`config.mk`:
```
export PLATFORM = sky130hd
export DESIGN_NAME = ind_queue
export DESIGN_NICKNAME = d
export VERILOG_FILES = /design/src/rtl/ind_pkg.sv /design/src/rtl/ind_queue.sv
export SDC_FILE = /design/constraint.sdc
export NUM_CORES = 1
export LEC_CHECK = 0
export BUFFER_PORTS_ARGS = -buffer_cell sky130_fd_sc_hd__clkbuf_2
export CORE_ASPECT_RATIO = 1.25
export CORE_UTILIZATION = 45
export CTS_CLUSTER_SIZE = 10
export DETAILED_ROUTE_END_ITERATION = 7
export GPL_TIMING_DRIVEN = 0
export SYNTH_ARGS = -nofsm -noshare
export SYNTH_HDL_FRONTEND = slang
export SYNTH_SLANG_ARGS = --single-unit
```
`constraint.sdc`:
```
create_clock -name i_clk -period 7 [get_ports i_clk]
set_clock_uncertainty 0.15 [all_clocks]
set_input_delay 0.35 -clock i_clk [delete_from_list [all_inputs] [get_ports i_clk]]
set_output_delay 0.35 -clock i_clk [all_outputs]
set_load 0.02 [all_outputs]
```
`src/rtl/ind_pkg.sv`:
```
package ind_pkg;

    localparam int NODE_W        = 10;
    localparam int COORD_W       = 24;
    localparam int DIST_W        = 17;
    localparam int MODE_W        = 2;
    localparam int MAX_NODES_DEF = 1024;
    localparam int FRAC_BITS_DEF = 8;
    localparam int QUEUE_DEPTH   = 4;

    localparam logic [MODE_W-1:0] MODE_ROUND = 2'd0;
    localparam logic [MODE_W-1:0] MODE_CEIL  = 2'd1;
    localparam logic [MODE_W-1:0] MODE_ATT   = 2'd2;

    localparam logic OP_STORE = 1'b0;
    localparam logic OP_QUERY = 1'b1;

    // one query with both endpoints fetched
    typedef struct packed {
        logic [MODE_W-1:0]         mode;
        logic signed [COORD_W-1:0] xa;
        logic signed [COORD_W-1:0] ya;
        logic signed [COORD_W-1:0] xb;
        logic signed [COORD_W-1:0] yb;
    } t_pair;

endpackage

```
`src/rtl/ind_queue.sv`:
```
module ind_queue (
    input  logic           i_clk,
    input  logic           i_rst_n,
    input  logic           i_push,
    input  ind_pkg::t_pair i_pair,
    output logic           o_valid,
    output ind_pkg::t_pair o_pair,
    output logic           o_almost_full
);
    import ind_pkg::*;

    localparam int PW = $clog2(QUEUE_DEPTH);
    localparam int CW = $clog2(QUEUE_DEPTH + 1);

    t_pair          r_mem [0:QUEUE_DEPTH-1];
    logic [PW-1:0]  r_wp, r_rp;
    logic [CW-1:0]  r_cnt;
    logic           pop;

    // the back end never stalls, so the head leaves as soon as it is there
    assign pop           = r_cnt != '0;
    assign o_valid       = pop;
    assign o_pair        = r_mem[r_rp];
    assign o_almost_full = r_cnt >= CW'(QUEUE_DEPTH - 1);

    always_ff @(posedge i_clk) begin
        if (i_push) begin
            r_mem[r_wp] <= i_pair;
        end
    end

    always_ff @(posedge i_clk) begin
        if (!i_rst_n) begin
            r_wp  <= '0;
            r_rp  <= '0;
            r_cnt <= '0;
        end else begin
            if (i_push) r_wp <= r_wp + 1'b1;
            if (pop)    r_rp <= r_rp + 1'b1;
            r_cnt <= r_cnt + CW'(i_push) - CW'(pop);
        end
    end

endmodule

```
[Yosys cells after proc, flatten, opt, wreduce, memory -nomap -nowiden]
Memories as Yosys holds them, arrays and structs flattened. A register that Yosys moved wholly into a read port is not among the register bits.
Cells that the tools add are included.
Storage, ports and cells
  flip-flop bits (word level): 7
  RAM bits: 392
  bits of input ports: 101
  output and inout bits: 100
  logic and storage cells: 14
  memories kept: 1
Memories
  r_mem: depth 4, width 98, rd ports 1, clocked after memory_dff 1, write ports 1, RTL line ind_queue.sv:15  | t_pair r_mem [0:QUEUE_DEPTH-1];
Operators by class
  add/sub/neg operators: 4
  magnitude comparators: 1
  multiplexer cells: 4
  reductions and logical operators: 1
Operator list (number)
  $add 2x1->2 const B: 2
  $mux 2: 2
  $add 3x1->3: 1
  $ge 3x2->1 const B: 1
  $reduce_bool 3->1: 1
  $sub 3x1->3: 1
  $mux 1: 2

[Logic depth before layout (Yosys ltp)]
Gate-level depths: netlist of the first run.
  word-level depth: 3
  mapped depth: 8
  depth with buffers taken out: 8

[Worst setup path before layout of the first run]
OpenSTA, ideal clock, no wires.
  path kind: register to register
  start: reg r_wp[0]
  end: mem r_mem[0][0] (netlist bit), enable pin
  arrival time: 2807 ps
  required time: 6382 ps
  path slack: 3575 ps
  cell stages (with the launch flop): 4
  buffers on the path: 0
  cell sequence: dfxtp_1 -> inv_1 -> ha_1 -> and2_1
RTL lines
  start, declared: RTL line ind_queue.sv:16  | logic [PW-1:0] r_wp, r_rp;
  start signal, assigned: RTL line ind_queue.sv:38  | if (i_push) r_wp <= r_wp + 1'b1;
  end, declared: RTL line ind_queue.sv:15
Straight into the memory's write port.

==> impl_metrics.yaml, run 1 <==
placed_design:
  io_buffers: 200
  place_area_mm2: 0.0162
  place_congestion: 0.693
  dp_hpwl_um: 16500
  dp.cells: 1174
global_routing:
  grtUsageTotal_pct: 17.1
  grt_pass1_vias: 7773
  antenna_found_initial: 1
  grt_overflow_total: 0
  grt_max_degree: 57
  grt_first_pass_wirelength_um: 42300
min_path:
  hold_end: "r_wp[1]"
  hold_depth: 3
  hold_path.startpoint: "i_push"
  hold_path_class: "primary input to flip-flop"
detailed_routing:
  drc: 0
  ant_nets: 0
  routed_wl_um: 27300
  drt_first_iter_violations: 535
  dr.pass1.iters: 6
  drt-wirelength-per-cell_um: 20.4
  num_vias: 6891
  vias_per_cell: 5.13
synthesis:
  synthMuxAreaShare_pct: 15.3
  synthDistinctLibCells: 22
  synth_top_family_by_area: "multiplexers"
  ys_seq_area_share_pct: 81.9
  synthAdderAreaFrac_pct: 0.738
  ys_ff_latch: 401
  synth-xor-area-share_pct: 0.120
  syn_nets: 667
  synthesis.area_mm2: 0.0146
  ys_warn_count: 0
  syn_inst: 558
  synthSimpleGateAreaFrac_pct: 0.652
  avgSynthCellArea_um2: 26.1
  synth-compound-area-share_pct: 0.0858
critical_path:
  cp_slowest_cell: "mux4_2"
  max_stage_delay_ns: 0.36
  reg2reg_depth: 3
  end_kind: "primary output"
  reg2reg_to: "r_mem[1][15]"
  critPathLaunchType: "flip-flop"
  crit_arrival_ns: 2.28
  ff2ff_setup_slack_ns: 4.85
  critPathKind: "flip-flop to primary output"
  crit_chain: "buf_2 -> buf_2 -> buf_2 -> mux4_2 -> clkbuf_2"
  critPathMaxFanout: 10
  r2r-start: "r_wp[0]"
  required_ns: 6.50
  cpMostUsedCell: "buf_2"
floorplan:
  die-height_um: 203
  start_util_pct: 45.8
  die_area_mm2: 0.0331
  core_mm2: 0.0319
  die-width_um: 163
  io_pins: 201
  num_rows: 73
sta:
  drv_slew: 0
  max_freq_ghz: 0.360
  fin_crit_sh_pct: 39.7
  hold_slack_ns: 0.0919
  finalSetupTns_ns: 0
  worstMarginPinSlew_ns: 0.729
  hold_viol_final: 0
  slew_headroom_pct: 51.4
  rsz0062_at_grt: "false"
  timing.final.crit_period_ns: 2.78
  setup_violations: 0
clock_tree:
  path_clk_slew_ns: 0.05
  root_buffer: "clkbuf_16"
  clock_latency_ns: 0.53
  cts_resized: 0
  ctsHtreeMaxLevel: 2
  numCtsBuffers: 46
  tritoncts: "built"
  cts_sinks: 401
  cts.path.max_buffers: 3
pwr:
  powerDensity_mw_per_mm2: 362
  ir_drop_mv: 0.218
  leakage_nw: 6.40
layout:
  postLayoutCellArea_mm2: 0.0185
  final_cell_mix: "edfxtp_1, clkbuf_2, dlygate4sd3_1"
  nNetsFinal: 1018
  final_util_pct: 58.1
  layout-drive-gt1-share_pct: 40.0
  mostFrequentLayoutCell: "edfxtp_1"
  nFillCells: 2345
  syn_to_final_growth_pct: 27.0
  multi_input_area_mm2: 0.00247
  fin_cells: 1342
  diodes: 0
  final-seq-area_mm2: 0.0120
outcome:
  status: "completed"
flow_run:
  max_cap_viol_count: 0
[state kept, by name, indices dropped and copies added (netlist names), named ones only]
register  count
r_mem       392
r_wp          2
r_cnt         3
r_rp          2
[report_power, final]
part           leakage [nW]  switching [mW]  internal (mW)  total, mW
sequential             3.68          0.0321           2.77       2.81
combinational          2.09            1.02          0.787       1.81
clock                 0.636           0.823           1.27       2.09
[metal layers]
layer	GRT usage, %	up-vias	wire length, um
met5	0	-	15
met4	5.81	2	557
met3	3.64	42	1570
met2	30.9	197	14600
met1	20.2	3556	10600
li1	-	3094	-
[Yosys cell counts]
master	n	area, um^2
edfxtp_1	392	11800
mux4_2	98	2210
buf_2	11	55.1
dfxtp_1	9	180
and2_1	8	50.1
clkbuf_1	7	26.3
ha_1	7	87.6
inv_1	7	26.3
and3_1	2	12.5
buf_12	2	40.0
mux2i_1	2	20.0
nand2_1	2	7.51
xor2_1	2	17.5
buf_6	1	11.3
buf_8	1	15.0
fa_1	1	20.0
nand2b_1	1	6.26
nand3_1	1	5.00
nor2b_1	1	6.26
o21ai_0	1	5.00
o31ai_1	1	7.51
or4_1	1	7.51
[per-stage QoR]
stage                     total power [mW]  setup WS (ns)
after global placement                4.63           1.83
final                                 6.71           4.22
after CTS                             6.81           4.13
after floorplan                       4.10           3.58
after detailed placement              4.66           4.69
after global routing                  7.00           4.09
[area by class of cell]
class | count | area share (%)
clock inverters | 1 | 0.0270
multi-input cells | 128 | 13.3
plain buffers | 22 | 0.797
repair buffers | 303 | 11.3
inverters | 7 | 0.142
clock buffers | 68 | 7.06
flip-flops and latches | 401 | 64.5
well taps | 412 | 2.78
[critical path, delay by kind of cell, from the launching register on]
kind,cells,cell delay (ns)
buf+inv,4,1.09
flops,1,0.30
mux,1,0.36
[worst max path at each step]
stage	end	slack [ns]	depth (start not counted)
6_report	o_pair[78]	4.22	5
3_5_place_dp	o_pair[45]	4.69	4
3_3_place_gp	r_mem[2][79]	1.83	3
2_1_floorplan	r_mem[0][0]	3.58	3
5_1_grt	o_pair[89]	4.09	5
4_1_cts	o_pair[45]	4.13	4
[what timing repair did]
item	4_1_cts	5_1_grt
hold buffers	99	0
setup buffers	0	0
endpoints found under the hold margin	397	0
[kinds of logic (layout without fill, tap and decap cells)]
group	Yosys count	in the layout
AOI/OAI and AO/OA	2	2
xor gates and xnor gates	2	2
adders and majority gates	8	8
buffers and inverters	29	401
DFF	401	401
muxes	100	100
and+or+nand+nor	16	16
Power figures use the tool's default switching activity.
==> run 2: changes to the inputs <==
--- a/config.mk
+++ b/config.mk
@@ -11,6 +11,7 @@
 export CTS_CLUSTER_SIZE = 10
 export DETAILED_ROUTE_END_ITERATION = 7
 export GPL_TIMING_DRIVEN = 0
+export PLACE_DENSITY = 0.67
 export SYNTH_ARGS = -nofsm -noshare
 export SYNTH_HDL_FRONTEND = slang
 export SYNTH_SLANG_ARGS = --single-unit
==> constraint.sdc (replaced) <==
create_clock -name i_clk -period 2.2 [get_ports i_clk]
set_clock_uncertainty 0.15 [all_clocks]
set_input_delay 0.11 -clock i_clk [delete_from_list [all_inputs] [get_ports i_clk]]
set_output_delay 0.11 -clock i_clk [all_outputs]
set_load 0.02 [all_outputs]
==> run 2 against run 1 <==
Effect of this change:
- the run now ends with setup timing left
- worst setup slack worse by 4.3 ns
- register-to-register slack worse by 4.7 ns
- combinational power rose to 4.1 times the previous value
- global-route usage up 0.36 points
- wire length up 3.9%
- sequential cell count unchanged
- non-clock buffer count up 18
- largest cell class unchanged
- highest routed layer is now met4
==> impl_metrics.yaml, run 2 (same netlist as run 1, synthesis figures left out) <==
outcome:
  status: "complete, but fails checks"
  violations: "setup timing"
placed_design:
  dp_hpwl_um: 15900
  pre_cts_ws_ns: -0.0119
  io_buffers: 200
  place_congestion: 0.691
sta:
  drv_slew: 0
  setup_slack_ns: -0.0940
  setup_violations: 87
  hold_viol_final: 0
  max_freq_ghz: 0.436
  timing.final.crit_period_ns: 2.29
  finalSetupTns_ns: -2.43
  slew_headroom_pct: 48.2
  rsz0062_at_grt: "true"
  worstMarginPinSlew_ns: 0.777
  fin_crit_sh_pct: 104
detailed_routing:
  routed_wl_um: 28400
  vias_per_cell: 5.16
  drt_first_iter_violations: 444
  drt-wirelength-per-cell_um: 21.0
  drc: 0
  num_vias: 6971
  ant_nets: 0
  dr.pass1.iters: 6
global_routing:
  grt_first_pass_wirelength_um: 42900
  grtUsageTotal_pct: 17.5
  antenna_found_initial: 1
  grt_overflow_total: 0
  grt_pass1_vias: 7768
  grt_max_degree: 48
floorplan:
  die-width_um: 163
  io_pins: 201
  core_mm2: 0.0319
  die_area_mm2: 0.0331
  num_rows: 73
  die-height_um: 203
  start_util_pct: 45.8
layout:
  final-seq-area_mm2: 0.0120
  nNetsFinal: 1037
  nFillCells: 2187
  multi_input_area_mm2: 0.00248
  top_regs: "r_mem (392), r_cnt (3)"
  mostFrequentLayoutCell: "edfxtp_1"
  layout-drive-gt1-share_pct: 42.3
  largest_reg_flops: 392
  regMostFlops: "r_mem"
  final_cell_mix: "edfxtp_1, clkbuf_2, dlygate4sd3_1"
  syn_to_final_growth_pct: 32.9
clock_tree:
  path_clk_slew_ns: 0.05
  cts.path.max_buffers: 3
  tritoncts: "built"
  ctsHtreeMaxLevel: 2
  clock_latency_ns: 0.54
  cts_sinks: 401
  root_buffer: "clkbuf_16"
  numCtsBuffers: 46
critical_path:
  critPathMaxFanout: 5
  reg2reg_depth: 8
  ff2ff_setup_slack_ns: 0.13
  critPathKind: "flip-flop to primary output"
  reg2reg_to: "r_cnt[2]"
  required_ns: 1.94
  end_kind: "primary output"
  crit_arrival_ns: 2.03
  critPathLaunchType: "flip-flop"
  r2r-start: "r_cnt[1]"
pwr:
  power_mw: 22.9
  leakage_nw: 6.72
  powerDensity_mw_per_mm2: 1180
  ir_drop_mv: 0.717
flow_run:
  max_cap_viol_count: 0
min_path:
  hold_depth: 2
  hold_end: "r_mem[0][71]"
  hold_path.startpoint: "i_pair[71]"
  hold_path_class: "primary input to flip-flop"
## run 2: cell count changes in the layout (fill, tap and decap cells not counted), moves of 3 or more
cell	previous run	this run
clkbuf_8	1	8
clkbuf_1	25	9
buf_2	11	29
buf_6	1	39
buf_12	2	16
buf_8	1	14
clkbuf_16	49	52
clkbuf_2	200	117
buf_4	0	11
## run 2: what timing repair did
item / 4_1_cts / 5_1_grt
setup buffers: 8 / 0
hold buffers: 100 / 0
endpoints found under the hold margin: 401 / 0
endpoints found under the setup margin: 144 / 98
gates cloned: 3 / 4
resized for setup: 90 / 166
## run 2: where the power goes
part / total [mW] / internal [mW] / leakage, nW / switching [mW]
logic: 7.44 / 3.88 / 2.44 / 3.56
clock network: 6.55 / 3.91 / 0.614 / 2.64
registers: 8.93 / 8.83 / 3.68 / 0.108
## run 2: how the worst max path moves through the flow
stage,start,endpoint,depth (start not counted),slack (ns)
after floorplan,r_cnt[1],r_cnt[2],8,0.07
after global placement,r_wp[0],r_mem[0][76],3,-0.24
after detailed placement,r_wp[0],r_mem[0][77],4,-0.01
after CTS,flip-flop,o_pair[78],6,-0.14
after global routing,flip-flop,o_pair[97],6,-0.16
final,flip-flop,o_pair[97],6,-0.09
## run 2: layer usage
metal | up-vias | track usage [%] | share of wire, %
li1 | 3147 | - | -
met1 | 3576 | 20.7 | 39
met2 | 200 | 30.7 | 53
met3 | 48 | 4.33 | 5.7
met4 | 0 | 6.48 | 2.7
met5 | - | 0 | 0
## run 2: cell type report
cell class	instances	share of cell area, %
sequential	401	61.7
clock buffer	58	6.44
buffer	22	1.53
inverter	7	0.136
antenna	1	0.0129
tap	412	2.66
multi-input combinational	129	12.8
timing repair buffer	321	14.7
clock inverter	1	0.0452
## run 2: metrics by stage
step | utilization (%) | std cells | instance area [um^2] | hold WS, ns
2_1_floorplan | - | 558 | 14600 | 0.0589
3_3_place_gp | 50.5 | 1170 | 16100 | 0.177
3_5_place_dp | 51.1 | 1177 | 16300 | 0.179
4_1_cts | 59.7 | 1347 | 19000 | 0.149
5_1_grt | 60.8 | 1352 | 19400 | 0.154
6_report | 60.8 | 1352 | 19400 | 0.175
## run 2: worst max-delay path, stage by stage, from the launching register on
cell and delay, ns:
dfxtp_2 0.34, buf_12 0.13, buf_12 0.13, buf_12 0.11, buf_4 0.12, mux4_2 0.51, buf_6 0.15
